$ cat config.mk
export PLATFORM = sky130hd
export DESIGN_NAME = tsa_front
export DESIGN_NICKNAME = d
export VERILOG_FILES = /design/src/design/tsa_pkg.sv /design/src/design/tsa_front.sv
export SDC_FILE = /design/constraint.sdc
export NUM_CORES = 1
export LEC_CHECK = 0
export ABC_AREA = 1
export BUFFER_PORTS_ARGS = -buffer_cell sky130_fd_sc_hd__buf_2
export CAP_MARGIN = 40
export CORE_AREA = 2 2 106 108
export CTS_BUF_LIST = sky130_fd_sc_hd__clkbuf_2 sky130_fd_sc_hd__clkbuf_4 sky130_fd_sc_hd__clkbuf_8
export CTS_CLUSTER_DIAMETER = 30
export CTS_CLUSTER_SIZE = 25
export DETAILED_ROUTE_END_ITERATION = 7
export DIE_AREA = 0 0 108 110
export PLACE_DENSITY = 0.8
export SLEW_MARGIN = 5
export SYNTH_ARGS = -nofsm -noshare
export SYNTH_HDL_FRONTEND = slang
export SYNTH_SLANG_ARGS = --single-unit
$ cat constraint.sdc
create_clock -name clk -period 5.4 [get_ports clk]
set_clock_uncertainty 0.05 [all_clocks]
set_input_delay 0.27 -clock clk [delete_from_list [all_inputs] [get_ports clk]]
set_output_delay 0.27 -clock clk [all_outputs]
set_load 0.005 [all_outputs]
$ cat src/design/tsa_pkg.sv
// Shared types and constants for the ticket slot allocator.
package tsa_pkg;

  localparam int STRIDE_DEFAULT = 1000;
  localparam int TICKET_W       = 26;
  localparam int PAY_W          = 32;
  localparam int DOOR_W         = 16;
  localparam int QUEUE_DEPTH    = 2;

  typedef enum logic {
    OP_DEPOSIT  = 1'b0,
    OP_WITHDRAW = 1'b1
  } op_t;

  typedef enum logic [1:0] {
    ST_OK      = 2'd0,
    ST_FULL    = 2'd1,
    ST_UNKNOWN = 2'd2
  } status_t;

  typedef struct packed {
    op_t                      op;
    logic signed [PAY_W-1:0]  belongings;
    logic [TICKET_W-1:0]      ticket;
  } req_t;

  typedef struct packed {
    status_t                  status;
    logic [TICKET_W-1:0]      issued_ticket;
    logic signed [PAY_W-1:0]  returned_belongings;
  } rsp_t;

  // Classified command handed from the front to the back.
  typedef struct packed {
    op_t                      op;
    logic                     in_range;
    logic [TICKET_W-1:0]      slot_off;
    logic [PAY_W-1:0]         payload;
  } cmd_t;

  typedef struct packed {
    logic full;
    logic empty;
  } q_status_t;

endpackage

$ cat src/design/tsa_front.sv
// Front end: door register, request acceptance and ticket-to-slot classification.
module tsa_front #(
  parameter int STRIDE = tsa_pkg::STRIDE_DEFAULT
) (
  input  logic                            clk,
  input  logic                            rst,
  input  logic                            cfg_valid,
  output logic                            cfg_ready,
  input  logic [tsa_pkg::DOOR_W-1:0]      cfg_data,
  input  logic                            req_valid,
  output logic                            req_stall,
  input  tsa_pkg::req_t                   req,
  input  tsa_pkg::q_status_t              q_status,
  output logic                            push,
  output tsa_pkg::cmd_t                   cmd,
  output logic [tsa_pkg::TICKET_W-1:0]    base
);

  logic [tsa_pkg::TICKET_W-1:0] slot_off;

  assign cfg_ready = 1'b1;

  // The door base (door times stride, modulo the ticket width) is kept instead of the door.
  always_ff @(posedge clk) begin
    if (rst) begin
      base <= tsa_pkg::TICKET_W'(STRIDE);
    end else if (cfg_valid) begin
      base <= tsa_pkg::TICKET_W'(32'(cfg_data) * 32'(STRIDE));
    end
  end

  assign slot_off  = base - req.ticket;
  assign req_stall = q_status.full;
  assign push      = req_valid && !q_status.full;

  always_comb begin
    cmd.op       = req.op;
    cmd.in_range = slot_off < tsa_pkg::TICKET_W'(STRIDE);
    cmd.slot_off = slot_off;
    cmd.payload  = req.belongings;
  end

endmodule

==> flow_summary.ini <==
[status]
run_status = finished clean

[logic_synthesis]
ys_ff_latch = 23
synthCells = 891
synth_area_um2 = 5821
ys_warn_count = 0
ys_top_cells_by_area = fa_1 (18%), ha_1 (17%), inv_1 (14%)
yosysUniqueCellTypes = 38
syn_avg_cell_area_um2 = 6.533
yosysTopAreaCell = fa_1
synth.top_cell.area_share_pct = 18.23
ys_seq_area_share_pct = 7.911

[routing]
num_vias = 5264
routedWlPerCell_um = 11.45
drc = 0
ant_nets = 0
via_per_inst = 4.825
dr.pass1.iters = 4
drtIter0Drc = 181
wirelength_mm = 12.49

[sta]
finalSetupViolCount = 0
grt_setup_unrepaired = no
fin_crit_ns = 4.091
hold_viol_final = 0
fin_setup_tns_ns = 0
timing.slew.headroom_pct = 64.75
worst_hold_slack_ns = 0.2796
min_period_over_period_pct = 75.75
maxSlewViolCount = 0
max_freq_mhz = 244.5
tightestPinTransition_ns = 0.5287

[setup_path]
worst-path-buf-inv = 4
startpoint_type = input pin
critPathArrivalTime_ns = 4.21
cp_max_fo = 4
worst-path-stages = 17
critPathMaxStageDelay_ns = 0.52
path_delay_family = adder cells
cpMaxStageDelayCell = fa_1
r2r_start = base[18]$_SDFFE_PP0P_
rrSetupSlack_ns = 4.60
crit_path_end_kind = flip-flop
path_class = in -> reg
crit_chain = buf_2 > inv_1 > fa_1 > fa_1 > fa_1 > fa_1 > inv_1 > ha_1 > a21oi_1 > a21boi_0 > nand2_1 > nand2_1 > nand3_1 > a21oi_1 > o21ai_0 > nand2_1 > inv_1
critPathRequiredTime_ns = 5.51
path_common_cell = fa_1
rr_worst_depth = 4
r2r_end = base[18]$_SDFFE_PP0P_

[placed_design]
detailed_place_hpwl_mm = 11.19
gp_congestion = 0.9053
placed_area_um2 = 6182
dp_cells = 1087
port_buffers = 98

[final_layout]
multi_input_area_um2 = 4223
largest_register_ffs = 23
instances_no_fill = 1091
regArea_um2 = 460.4
regMostFlops = base
fin_area_um2 = 6231
drive_gt1_share_pct = 13.04
largestRegisters = base x23
fill_cells = 1083
area_delta_synth_final_pct = 7.051
diodes = 0
nets = 1163

[global_routing]
antenna_found_initial = 0
grt_max_degree = 32
grt_overflow_total = 0
grt_usage_pct = 22.30
grt_pass1_wl_mm = 21.82
grt_pass1_vias = 5124

[floorplanning]
fp-row-count = 38
die_h_um = 110
start_util_pct = 54.41
fp.dieW_um = 108
die_area_um2 = 11880
coreArea_um2 = 10700
ioPinCount = 170

[clock_network]
postCtsSetupBuffers = 0
ctsResizeCount = 0
cts.sinks = 23
clockBufferDepth = 2
path_clk_slew_ns = 0.08
cts_made_buffers = 3
hold_buffers = 0
ctsRootBufferMaster = clkbuf_8
worstSkewPairLatency_ns = 0.26
cts_max_level = 1
cts_tree = done

[pwr]
ir_drop_mv = 0.2301
power.density_nw_per_um2 = 455.0
cellLeakagePower_nw = 3.789

[min_path]
min_from = cfg_data[0]
min_path_cells = 3
hold_end = base[3]$_SDFFE_PP1P_
hp-class = in -> reg

[run]
cap_viol_max_count = 0
## kinds of logic (layout without fill, tap and decap cells)
group                      after synthesis  in the layout  synth area share [%]
adders and majority gates              130            130                 34.78
other                                    2              4                0.1290
xor gates and xnor gates                13             13                 2.085
and+or+nand+nor                        371            371                 27.06
buffers and inverters                  266            324                 19.67
DFF                                     23             23                 7.911
AOI/OAI and AO/OA                       86             86                 8.362
## layout by cell type, fill, tap and decap left out, types with 2 or more instances in the layout
cell / count
a21boi_0: 3
a21o_1: 4
a21oi_1: 37
and2_1: 2
buf_2: 98
clkbuf_8: 3
conb_1: 4
dfxtp_1: 23
fa_1: 53
ha_1: 77
inv_1: 218
inv_2: 3
nand2_1: 194
nand2_2: 6
nand3_1: 51
nand3_2: 3
nand3b_1: 7
nand4_1: 9
nor2_1: 89
nor2_2: 2
nor3_1: 4
nor3_2: 3
o211ai_1: 2
o21ai_0: 25
o21ai_1: 4
o21ai_2: 2
o21bai_1: 3
o221ai_1: 2
xnor2_1: 6
xor2_1: 6
## power breakdown
part           internal, W  switching (W)  total, W
combinational     0.000953        0.00149   0.00244
sequential        0.000227      0.0000566  0.000284
clock            0.0000576      0.0000522  0.000110
## how the worst max path moves through the flow
stage	slack (ns)	endpoint	startpoint
floorplan	1.46	base[24]$_SDFFE_PP0P_	cfg_data[11]
global placement	1.06	base[25]$_SDFFE_PP0P_	cfg_data[9]
detailed placement	1.03	base[25]$_SDFFE_PP0P_	cfg_data[9]
CTS	1.31	base[25]$_SDFFE_PP0P_	cfg_data[9]
global route	0.89	base[25]$_SDFFE_PP0P_	cfg_data[9]
finish	1.31	base[25]$_SDFFE_PP0P_	cfg_data[9]
## metrics by stage
step           utilization [%]  total power [W]  worst slack, ns
6_report                 58.25         0.002835            1.309
5_1_grt                  58.25         0.003259           0.8902
4_1_cts                  58.25         0.002837            1.307
3_5_place_dp             57.79         0.002718            1.028
3_3_place_gp             57.79         0.002660            1.061
2_1_floorplan                -         0.002121            1.463
## final cells by class
type                       instances  share of cell area (%)
tap                              140                   2.811
timing repair buffer              98                   7.871
multi-input combinational        604                   67.77
inverter                         222                   13.37
sequential                        23                   7.390
clock buffer                       4                  0.7831
## routing by layer
metal	track usage, %	up-vias	routed length, um
li1	-	2803	-
met1	27.19	2326	5747
met2	42.95	116	6189
met3	0.8818	19	356
met4	5.952	0	201
met5	0	-	0
## worst min-delay path, stage by stage
cell,delay [ns]
buf_2,0.15
nand2_1,0.07
nand3_1,0.07
## cells in the mapped netlist
master,n
a21oi_1,37
conb_1,2
clkinv_1,1
o31ai_1,1
o221ai_1,2
a21oi_2,1
o21ai_1,4
and2_1,2
o211ai_1,2
nor3_2,3
xor2_2,1
xor2_1,6
a211oi_1,1
nand2_1,194
xnor2_1,6
o21a_1,1
buf_1,1
a21boi_0,3
clkbuf_1,4
dfxtp_1,23
nand3b_1,7
fa_1,53
nor2_1,89
nand4_1,9
inv_2,3
nand2_2,6
nor2_2,2
ha_1,77
or2_2,1
a21o_1,4
o21ai_2,2
buf_4,39
inv_1,218
nand3_1,51
nor3_1,4
o21bai_1,3
nand3_2,3
o21ai_0,25
(Power assumes the default switching activity.)
