[src/design/tsa_pkg.sv]
// Shared types and constants for the ticket slot allocator.
package tsa_pkg;

  localparam int STRIDE_DEFAULT = 1000;
  localparam int TICKET_W       = 26;
  localparam int PAY_W          = 32;
  localparam int DOOR_W         = 16;
  localparam int QUEUE_DEPTH    = 2;

  typedef enum logic {
    OP_DEPOSIT  = 1'b0,
    OP_WITHDRAW = 1'b1
  } op_t;

  typedef enum logic [1:0] {
    ST_OK      = 2'd0,
    ST_FULL    = 2'd1,
    ST_UNKNOWN = 2'd2
  } status_t;

  typedef struct packed {
    op_t                      op;
    logic signed [PAY_W-1:0]  belongings;
    logic [TICKET_W-1:0]      ticket;
  } req_t;

  typedef struct packed {
    status_t                  status;
    logic [TICKET_W-1:0]      issued_ticket;
    logic signed [PAY_W-1:0]  returned_belongings;
  } rsp_t;

  // Classified command handed from the front to the back.
  typedef struct packed {
    op_t                      op;
    logic                     in_range;
    logic [TICKET_W-1:0]      slot_off;
    logic [PAY_W-1:0]         payload;
  } cmd_t;

  typedef struct packed {
    logic full;
    logic empty;
  } q_status_t;

endpackage

[src/design/tsa_queue.sv]
// Short command queue between the front end and the back end.
module tsa_queue (
  input  logic               clk,
  input  logic               rst,
  input  logic               push,
  input  tsa_pkg::cmd_t      push_cmd,
  input  logic               pop,
  output tsa_pkg::cmd_t      head,
  output tsa_pkg::q_status_t q_status
);

  localparam int DEPTH = tsa_pkg::QUEUE_DEPTH;
  localparam int PTR_W = (DEPTH > 1) ? $clog2(DEPTH) : 1;
  localparam int CNT_W = $clog2(DEPTH + 1);

  tsa_pkg::cmd_t    entries [DEPTH];
  logic [PTR_W-1:0] wr_ptr;
  logic [PTR_W-1:0] rd_ptr;
  logic [CNT_W-1:0] count;

  assign q_status.full  = (count == CNT_W'(DEPTH));
  assign q_status.empty = (count == '0);
  assign head           = entries[rd_ptr];

  always_ff @(posedge clk) begin
    if (push) begin
      entries[wr_ptr] <= push_cmd;
    end
  end

  always_ff @(posedge clk) begin
    if (rst) begin
      wr_ptr <= '0;
      rd_ptr <= '0;
      count  <= '0;
    end else begin
      if (push) begin
        wr_ptr <= (wr_ptr == PTR_W'(DEPTH - 1)) ? '0 : wr_ptr + 1'b1;
      end
      if (pop) begin
        rd_ptr <= (rd_ptr == PTR_W'(DEPTH - 1)) ? '0 : rd_ptr + 1'b1;
      end
      if (push && !pop) begin
        count <= count + 1'b1;
      end else if (pop && !push) begin
        count <= count - 1'b1;
      end
    end
  end

endmodule

[config.mk]
export PLATFORM = sky130hd
export DESIGN_NAME = tsa_queue
export DESIGN_NICKNAME = d
export VERILOG_FILES = /design/src/design/tsa_pkg.sv /design/src/design/tsa_queue.sv
export SDC_FILE = /design/constraint.sdc
export NUM_CORES = 1
export LEC_CHECK = 0
export BUFFER_PORTS_ARGS = -buffer_cell sky130_fd_sc_hd__buf_4
export CAP_MARGIN = 5
export CORE_MARGIN = 3
export CORE_UTILIZATION = 37
export DETAILED_ROUTE_END_ITERATION = 10
export PLACE_DENSITY = 0.6
export RECOVER_POWER = 25
export SLEW_MARGIN = 0
export SYNTH_ARGS = -nofsm -noshare
export SYNTH_HDL_FRONTEND = slang
export SYNTH_SLANG_ARGS = --single-unit
[constraint.sdc]
create_clock -name clk -period 7.2 [get_ports clk]
set_input_delay 1.08 -clock clk [delete_from_list [all_inputs] [get_ports clk]]
set_output_delay 1.08 -clock clk [all_outputs]
set_load 0.02 [all_outputs]
==> results.txt, run 1 <==
H-tree depth: 4
R2r endpoint: entries[1][18]$_DFFE_PP_
Crit path max-delay family: buffers and inverters
Clock slew seen by the registers of the worst setup and hold paths: 0.05 ns
Worst-path fanout max: 51
Syn Std Cell Area: 4540 sq um
Die extent in x: 117 microns
Fin. Hold Viols: 0
Root Buffer: clkbuf_16
WL per Instance: 16.4 microns
Fin crit period: 3.18 ns
Die Height: 117 microns
R2r worst-path depth: 2
Yosys reg bits: 125
Worst path max stage delay: 0.60 ns
First-pass GRT wire length: 12700 microns
Mapped Nets: 274
Max Fclk: 314 MHz
Ys Warns: 0
Unique masters post-synth: 16
Most common cell after layout, fill and taps aside: edfxtp_1
Hold Path End: count[1]$_SDFFE_PP0P_
Vias in the first global route: 2523
CTS buffer count: 17
GR Util All Layers: 13.0%
CTS max path bufs: 2
Antenna cells: 0
CTS Hold Buffers Added: 0
Critical Path AT: 2.10 ns
Vias/cell: 4.67
DP Area: 5640 sq um
First DRT Iteration DRCs: 162
Initial antenna violation count: 0
Pre-CTS setup slack: 4.30 ns
Cells after synthesis: 209
Final Instance Area: 6270 sq um
Hold Path Depth: 2
DP Wirelength: 5330 microns
Row count: 39
I/O Buffers: 125
RSZ-0062 raised after global routing: no
HP Class: reg -> reg
Cell Chain, Critical Path: buf_4 -> mux2_2 -> buf_4
Crit Path Category: reg -> out
Max rail drop VDD: 0.178 mV
Drt pass-1 iters: 4
Required time of the critical path: 6.12 ns
DR vias: 2357
Tcrit/Tclk final: 44.2%
Residual DRC count: 0
Fillcell total: 962
Pwr/cell area: 323 nW/um^2
HP Start: count[1]$_SDFFE_PP0P_
Crit. End Element: primary output
Avg Cell Area, Syn: 21.7 sq um
Starting Density: 38.7%
Post-layout nets: 414
# placed instances: 473
Max-cap violation count: 0
Core Util, Final: 53.5%
Post-synthesis sequential area ratio: 81.6%
Worst Hold Slack: 0.502 ns
Worst path most repeated cell: buf_4
Final worst slack: 4.02 ns
TritonCTS sink count: 125
Drt total wl: 8290 microns
Slowest cell on the critical path: buf_4
Post-CTS Resized: 0
Setup Total Neg Slack: 0 ns
Status: finished clean
Pin count of the biggest net entering global routing: 52
Non-filler instance count after layout: 505
Clk Latency, worst-skew pair: 0.41 ns
Share of layout cells above drive strength 1: 59.9%
Buffers and inverters on the worst path: 2
Worst Skew: 0.00511 ns
Core Area: 11700 sq um
Reg-to-reg critical path startpoint: wr_ptr$_SDFFE_PP0P_
P&R area growth vs syn: 38.2%
Post-route ant nets: 0
Total grt overflow: 0
I/O Pins: 126
Final Slew Violations: 0
Max-slew headroom: 44.3%
R2r setup slk: 5.23 ns
Leak: 2.36 nW
CTS tree: done
Final Power: 2.03 mW
Critical Path Source Type: register
Least-Margin Pin Slew: 0.833 ns
Die ar.: 13600 sq um
# setup viols final: 0
# Post-CTS Setup Buffers: 0
RePlAce Congestion: 0.657
Most frequent cells in the layout: edfxtp_1, buf_4, mux2_2
## synthesized netlist by cell type
library cell / n / area, sq um
a21oi_1: 1 / 5.00
and2_1: 1 / 6.26
and2b_2: 1 / 8.76
buf_2: 1 / 5.00
buf_4: 6 / 45.0
dfxtp_1: 5 / 100
edfxtp_1: 120 / 3600
ha_1: 1 / 12.5
inv_1: 1 / 3.75
mux2_2: 60 / 676
nor2_1: 5 / 18.8
nor2b_1: 1 / 6.26
o21ai_0: 1 / 5.00
or3_1: 1 / 6.26
xnor2_1: 2 / 17.5
xor2_1: 2 / 17.5
## where the power goes
part	switching [mW]	total [mW]	internal (mW)	leakage [nW]
clock network	0.292	0.933	0.641	0.321
registers	0.0122	0.861	0.849	1.17
logic	0.122	0.232	0.110	0.873
total	0.426	2.03	1.60	2.36
## logic make-up (layout without fill, tap and decap cells)
family | Yosys count | after routing | share of synthesized area [%]
AOI/OAI and AO/OA | 2 | 2 | 0.220
xor gates and xnor gates | 4 | 4 | 0.772
adders and majority gates | 1 | 1 | 0.276
buffers and inverters | 8 | 161 | 1.19
DFF | 125 | 125 | 81.6
muxes | 60 | 60 | 14.9
and+or+nand+nor | 9 | 9 | 1.02
## metal layers
layer	global-route usage, %	wire length (microns)	part of all wire [%]
met4	7.34	185	2.2
met3	6.22	616	7.4
met1	14.4	3350	40
met2	20.6	4140	50
met5	0	0	0
## how the worst max path moves through the flow
stage	from	to	slack (ns)	depth (start not counted)
floorplan	push	entries[0][0]$_DFFE_PP_	2.99	1
global placement	push	entries[0][29]$_DFFE_PP_	4.34	3
detailed placement	push	entries[0][16]$_DFFE_PP_	4.30	3
CTS	register	head[53]	3.94	3
global route	register	head[53]	3.88	3
finish	register	head[51]	4.02	3
## area by class of cell
class	count	area [sq um]	area share, %
clock inverter	15	225	3.59
multi-input combinational	76	788	12.6
sequential	125	3700	59.1
timing repair buffer	128	942	15.0
clock buffer	17	425	6.79
tap	143	179	2.85
inverter	1	3.75	0.0599
## sequential cells by signal, indices dropped and copies added (netlist names), named ones only
register  count
wr_ptr        1
entries     120
count         2
rd_ptr        1
## worst reg2reg max path, delay by kind of cell (launching register included)
family                 cells  cell delay [ns]
flip-flops                 1             0.41
AND/OR/NAND/NOR            1             0.63
buffers and inverters      1             0.54
Power figures use the tool's default switching activity.
==> run 2, diff against run 1 <==
==> constraint.sdc (replaced) <==
create_clock -name clk -period 3.12 [get_ports clk]
set_input_delay 0.468 -clock clk [delete_from_list [all_inputs] [get_ports clk]]
set_output_delay 0.468 -clock clk [all_outputs]
set_load 0.02 [all_outputs]
==> results.txt, run 2 (same netlist as run 1, synthesis figures left out) <==
Seq. cell area: 3700 sq um (unchanged)
Max Fclk: 408 MHz
Final Instance Area: 6180 sq um (was 6270 sq um)
H-tree depth: 4 (unchanged)
CTS tree: done (unchanged)
Status: finished clean (unchanged)
Crit. End Element: primary output (unchanged)
Pwr/cell area: 690 nW/um^2 (was 323 nW/um^2)
Biggest register: entries (unchanged)
Post-route ant nets: 0 (unchanged)
Area of the multi-input gates: 788 sq um (unchanged)
Starting Density: 38.7% (unchanged)
Residual DRC count: 0 (unchanged)
Crit Path Category: reg -> out (unchanged)
Worst-path fanout max: 30 (was 51)
GR Util All Layers: 12.8% (was 13.0%)
DR vias: 2359 (was 2357)
I/O Pins: 126 (unchanged)
WL per Instance: 16.2 microns (was 16.4 microns)
Sw Ratio: 22.2% (was 21.0%)
Combinational group share of total power: 12.6% (was 11.5%)
Leak: 2.33 nW (was 2.36 nW)
Critical Path AT: 1.98 ns (was 2.10 ns)
Tcrit/Tclk final: 78.5%
Fillcell total: 953 (was 962)
Largest regs: entries (120), count (2) (unchanged)
Pin count of the biggest net entering global routing: 35 (was 52)
Most frequent cells in the layout: edfxtp_1, buf_4, mux2_2 (unchanged)
DP Wirelength: 5370 microns (was 5330 microns)
Die Height: 117 microns (unchanged)
Drt pass-1 iters: 4 (unchanged)
Vias in the first global route: 2485 (was 2523)
Reg-to-reg critical path startpoint: wr_ptr$_SDFFE_PP0P_ (unchanged)
Pre-CTS setup slack: 1.06 ns (was 4.30 ns)
Post-CTS Resized: 0 (unchanged)
DP Area: 5670 sq um (was 5640 sq um)
Least-Margin Pin Slew: 0.626 ns (was 0.833 ns)
Share of layout cells above drive strength 1: 59.7% (was 59.9%)
Switch Pwr: 0.948 mW (was 0.426 mW)
Initial antenna violation count: 0 (unchanged)
Vias/cell: 4.64 (was 4.67)
Worst Skew: 0.00512 ns (was 0.00511 ns)
HP Start: push_cmd[17] (was count[1]$_SDFFE_PP0P_)
# Post-CTS Setup Buffers: 0 (unchanged)
Total grt overflow: 0 (unchanged)
Antenna cells: 0 (unchanged)
Required time of the critical path: 2.65 ns (was 6.12 ns)
Most common cell after layout, fill and taps aside: edfxtp_1 (unchanged)
Critical Path Source Type: register (unchanged)
Row count: 39 (unchanged)
Slowest cell on the critical path: dfxtp_2 (was buf_4)
Core Area: 11700 sq um (unchanged)
Reg power frac: 46.8% (was 42.5%)
I/O Buffers: 125 (unchanged)
CTS Hold Buffers Added: 0 (unchanged)
P&R area growth vs syn: 36.3% (was 38.2%)
TritonCTS sink count: 125 (unchanged)
Post-layout nets: 417 (was 414)
Max reg flops: 120 (unchanged)
Die extent in x: 117 microns (unchanged)
First DRT Iteration DRCs: 91 (was 162)
Setup Total Neg Slack: 0 ns (unchanged)
Clk Latency, worst-skew pair: 0.41 ns (about the same)
RSZ-0062 raised after global routing: no (unchanged)
RePlAce Congestion: 0.700 (was 0.657)
Max rail drop VDD: 0.390 mV (was 0.178 mV)
Die ar.: 13600 sq um (unchanged)
CTS max path bufs: 2 (unchanged)
Drt total wl: 8210 microns (was 8290 microns)
Fin. Hold Viols: 0 (unchanged)
Final worst slack: 0.671 ns (was 4.02 ns)
Worst path max stage delay: 0.73 ns (was 0.60 ns)
Fin crit period: 2.45 ns
Cell Chain, Critical Path: buf_12 -> mux2_2 -> buf_4 (was buf_4 -> mux2_2 -> buf_4)
Max-cap violation count: 0 (unchanged)
HP Class: in -> reg (was reg -> reg)
Final Slew Violations: 0 (unchanged)
First-pass GRT wire length: 12400 microns (was 12700 microns)
CTS buffer count: 17 (unchanged)
Clock slew seen by the registers of the worst setup and hold paths: 0.05 ns (about the same)
Buffers and inverters on the worst path: 2 (unchanged)
Max-slew headroom: 58.3% (was 44.3%)
Clock Power Share: 40.6% (was 46.0%)
Internal power: 3.32 mW (was 1.60 mW)
Root Buffer: clkbuf_16 (unchanged)
# setup viols final: 0 (unchanged)
Crit path max-delay family: flip-flops (was buffers and inverters)
-- run 2: cell count changes in the layout (fill, tap and decap cells not counted), sizes merged --
| cell | delta |
|---|---|
| buf | +3 |
| bufinv | -5 |
| clkbuf | +5 |
| clkinv | +1 |
| clkinvlp | -1 |
-- run 2: layout make-up --
class | instances | share of cell area [%]
Timing Repair Buffer | 131 | 15.9
Sequential cell | 125 | 59.9
Multi-Input combinational cell | 76 | 12.7
Clock buffer | 22 | 7.34
Clock inverter | 10 | 1.19
Inverter | 1 | 0.0607
Tap cell | 143 | 2.89
-- run 2: final timing paths --
| check | endpoint | slack, ns | cells past startpoint |
|---|---|---|---|
| worst min register to register | rd_ptr$_SDFFE_PP0P_ | 0.51 | 2 |
| worst min-delay path | entries[1][17]$_DFFE_PP_ | 0.25 | 1 |
| worst max register to register | entries[1][26]$_DFFE_PP_ | 1.77 | 2 |
| worst max-delay path | head[53] | 0.67 | 3 |
-- run 2: power groups by stage --
stage	combinational, mW	sequential [mW]	clock, mW
after floorplan	0.309	2.01	0
after global placement	0.546	2.03	0
after detailed placement	0.550	2.03	0
after CTS	0.553	2.00	1.78
after global routing	0.578	2.01	1.87
final	0.536	2.00	1.73
-- run 2: routing by layer --
layer / vias to the layer above / routed length (microns) / track usage, %
met2: 85 / 4140 / 20.9
met5: - / 0 / 0
met4: 0 / 191 / 7.11
met1: 1146 / 3290 / 14.1
li1: 1110 / - / -
met3: 18 / 587 / 5.28
-- run 2: through the flow --
step	instances	utilization [%]	total power [mW]	hold slack [ns]
4_1_cts	508	52.9	4.33	0.217
5_1_grt	508	52.8	4.45	0.229
3_5_place_dp	476	48.4	2.58	0.501
3_3_place_gp	476	48.4	2.57	0.478
6_report	508	52.8	4.27	0.249
2_1_floorplan	209	-	2.32	0.461
==> run 3, diff against run 2 <==
--- a/config.mk
+++ b/config.mk
@@ -10,7 +10,7 @@
 export CORE_MARGIN = 3
 export CORE_UTILIZATION = 37
 export DETAILED_ROUTE_END_ITERATION = 10
-export PLACE_DENSITY = 0.6
+export PLACE_DENSITY = 0.62
 export RECOVER_POWER = 25
 export SLEW_MARGIN = 0
 export SYNTH_ARGS = -nofsm -noshare
==> constraint.sdc (replaced) <==
create_clock -name clk -period 2 [get_ports clk]
set_input_delay 0.3 -clock clk [delete_from_list [all_inputs] [get_ports clk]]
set_output_delay 0.3 -clock clk [all_outputs]
set_load 0.02 [all_outputs]
==> results.txt, run 3 (same netlist as run 1, synthesis figures left out) <==
Most frequent cells in the layout: edfxtp_1, buf_4, mux2_2 (unchanged)
Total grt overflow: 0 (unchanged)
Setup Total Neg Slack: 0 ns (unchanged)
I/O Buffers: 125 (unchanged)
Row count: 39 (unchanged)
Crit path max-delay family: buffers and inverters (was flip-flops)
# Post-CTS Setup Buffers: 0 (unchanged)
P&R area growth vs syn: 38.4% (was 36.3%)
Max rail drop VDD: 0.613 mV (was 0.390 mV)
I/O Pins: 126 (unchanged)
Drt pass-1 iters: 4 (unchanged)
Biggest register: entries (unchanged)
Clk Latency, worst-skew pair: 0.41 ns (about the same)
HP Start: push_cmd[20] (was push_cmd[17])
Critical Path AT: 1.57 ns (was 1.98 ns)
Worst path max stage delay: 0.38 ns (was 0.73 ns)
TritonCTS sink count: 125 (unchanged)
Die extent in x: 117 microns (unchanged)
CTS Hold Buffers Added: 0 (unchanged)
Pwr/cell area: 1110 nW/um^2 (was 690 nW/um^2)
H-tree depth: 4 (unchanged)
DP Wirelength: 5450 microns (was 5370 microns)
Required time of the critical path: 1.70 ns (was 2.65 ns)
Cell Chain, Critical Path: buf_6 -> mux2_2 -> buf_4 (was buf_12 -> mux2_2 -> buf_4)
Max-cap violation count: 0 (unchanged)
Non-filler instance count after layout: 509 (was 508)
Die ar.: 13600 sq um (unchanged)
Max reg flops: 120 (unchanged)
HP Class: in -> reg (unchanged)
Tcrit/Tclk final: 93.5%
# setup viols final: 0 (unchanged)
Core Area: 11700 sq um (unchanged)
Final Slew Violations: 0 (unchanged)
Least-Margin Pin Slew: 0.486 ns (was 0.626 ns)
CTS buffer count: 17 (unchanged)
Pin count of the biggest net entering global routing: 35 (unchanged)
Critical Path Source Type: register (unchanged)
CP endpoint: head[6] (was head[53])
Die Height: 117 microns (unchanged)
R2r setup slk: 0.52 ns (was 1.77 ns)
Drt total wl: 8180 microns (was 8210 microns)
GR Util All Layers: 12.6% (was 12.8%)
Crit Path Category: reg -> out (unchanged)
Most common cell after layout, fill and taps aside: edfxtp_1 (unchanged)
Residual DRC count: 0 (unchanged)
Largest regs: entries (120), count (2) (unchanged)
Leak: 2.35 nW (was 2.33 nW)
Max Fclk: 535 MHz
Post-layout nets: 418 (was 417)
Buffers and inverters on the worst path: 2 (unchanged)
WL per Instance: 16.1 microns (was 16.2 microns)
RSZ-0062 raised after global routing: no (unchanged)
Final worst slack: 0.130 ns (was 0.671 ns)
Critical path depth: 3 (unchanged)
Share of layout cells above drive strength 1: 59.8% (was 59.7%)
Reg-to-reg critical path startpoint: wr_ptr$_SDFFE_PP0P_ (unchanged)
R2r endpoint: entries[1][19]$_DFFE_PP_ (was entries[1][26]$_DFFE_PP_)
CTS tree: done (unchanged)
Fin crit period: 1.87 ns
Root Buffer: clkbuf_16 (unchanged)
Crit. End Element: primary output (unchanged)
First-pass GRT wire length: 12300 microns (was 12400 microns)
Worst Skew: 0.00496 ns (was 0.00512 ns)
Starting Density: 38.7% (unchanged)
CTS max path bufs: 2 (unchanged)
Status: finished clean (unchanged)
First DRT Iteration DRCs: 74 (was 91)
Fin. Hold Viols: 0 (unchanged)
# placed instances: 477 (was 476)
Antenna cells: 0 (unchanged)
Post-CTS Resized: 0 (unchanged)
Slowest cell on the critical path: mux2_2 (was dfxtp_2)
Post-route ant nets: 0 (unchanged)
DR vias: 2362 (was 2359)
Hold Path Depth: 1 (unchanged)
Vias/cell: 4.64 (about the same)
R2r worst-path depth: 2 (unchanged)
Worst-path fanout max: 26 (was 30)
Max-slew headroom: 67.6% (was 58.3%)
Initial antenna violation count: 0 (unchanged)
Vias in the first global route: 2459 (was 2485)
Clock slew seen by the registers of the worst setup and hold paths: 0.05 ns (about the same)
RePlAce Congestion: 0.690 (was 0.700)
Pre-CTS setup slack: 0.456 ns (was 1.06 ns)
run 3: changes by cell type in the layout (fill, tap and decap cells not counted), sizes merged:
cell      delta
buf          +1
bufinv       +2
clkinvlp     +3
clkbuf       -3
clkinv       -2
run 3: power breakdown:
| group | switching (mW) | internal, mW |
|---|---|---|
| clock | 1.03 | 2.00 |
| sequential | 0.0410 | 3.06 |
| combinational | 0.445 | 0.415 |
run 3: worst min path at each step:
stage,slack (ns),end
2_1_floorplan,0.37,count[1]$_SDFFE_PP0P_
6_report,0.08,entries[0][20]$_DFFE_PP_
5_1_grt,0.06,entries[0][24]$_DFFE_PP_
4_1_cts,0.05,entries[1][41]$_DFFE_PP_
3_3_place_gp,0.48,count[1]$_SDFFE_PP0P_
3_5_place_dp,0.49,entries[1][42]$_DFFE_PP_
run 3: final cells by class:
| cell class | instances | area, sq um |
|---|---|---|
| tap | 143 | 179 |
| inverter | 1 | 3.75 |
| sequential | 125 | 3700 |
| timing repair buffer | 132 | 1000 |
| clock buffer | 19 | 453 |
| multi-input combinational | 76 | 788 |
| fill | 956 | 5430 |
| clock inverter | 13 | 146 |
run 3: routing by layer:
layer  up-vias  GRT usage, %  routed length [microns]
met2        91          20.2                     4040
met3        16          5.91                      689
li1       1113             -                        -
met1      1142          14.2                     3280
met4         0          6.42                      178
met5         -             0                        0
run 3: stage by stage:
step	power, mW	instance area (sq um)	hold WS [ns]	utilization (%)
floorplan	3.62	4550	0.369	-
global placement	4.02	5700	0.482	48.7
detailed placement	4.03	5700	0.487	48.7
CTS	7.10	6300	0.0489	53.8
global route	7.28	6280	0.0625	53.6
finish	6.99	6280	0.0825	53.6
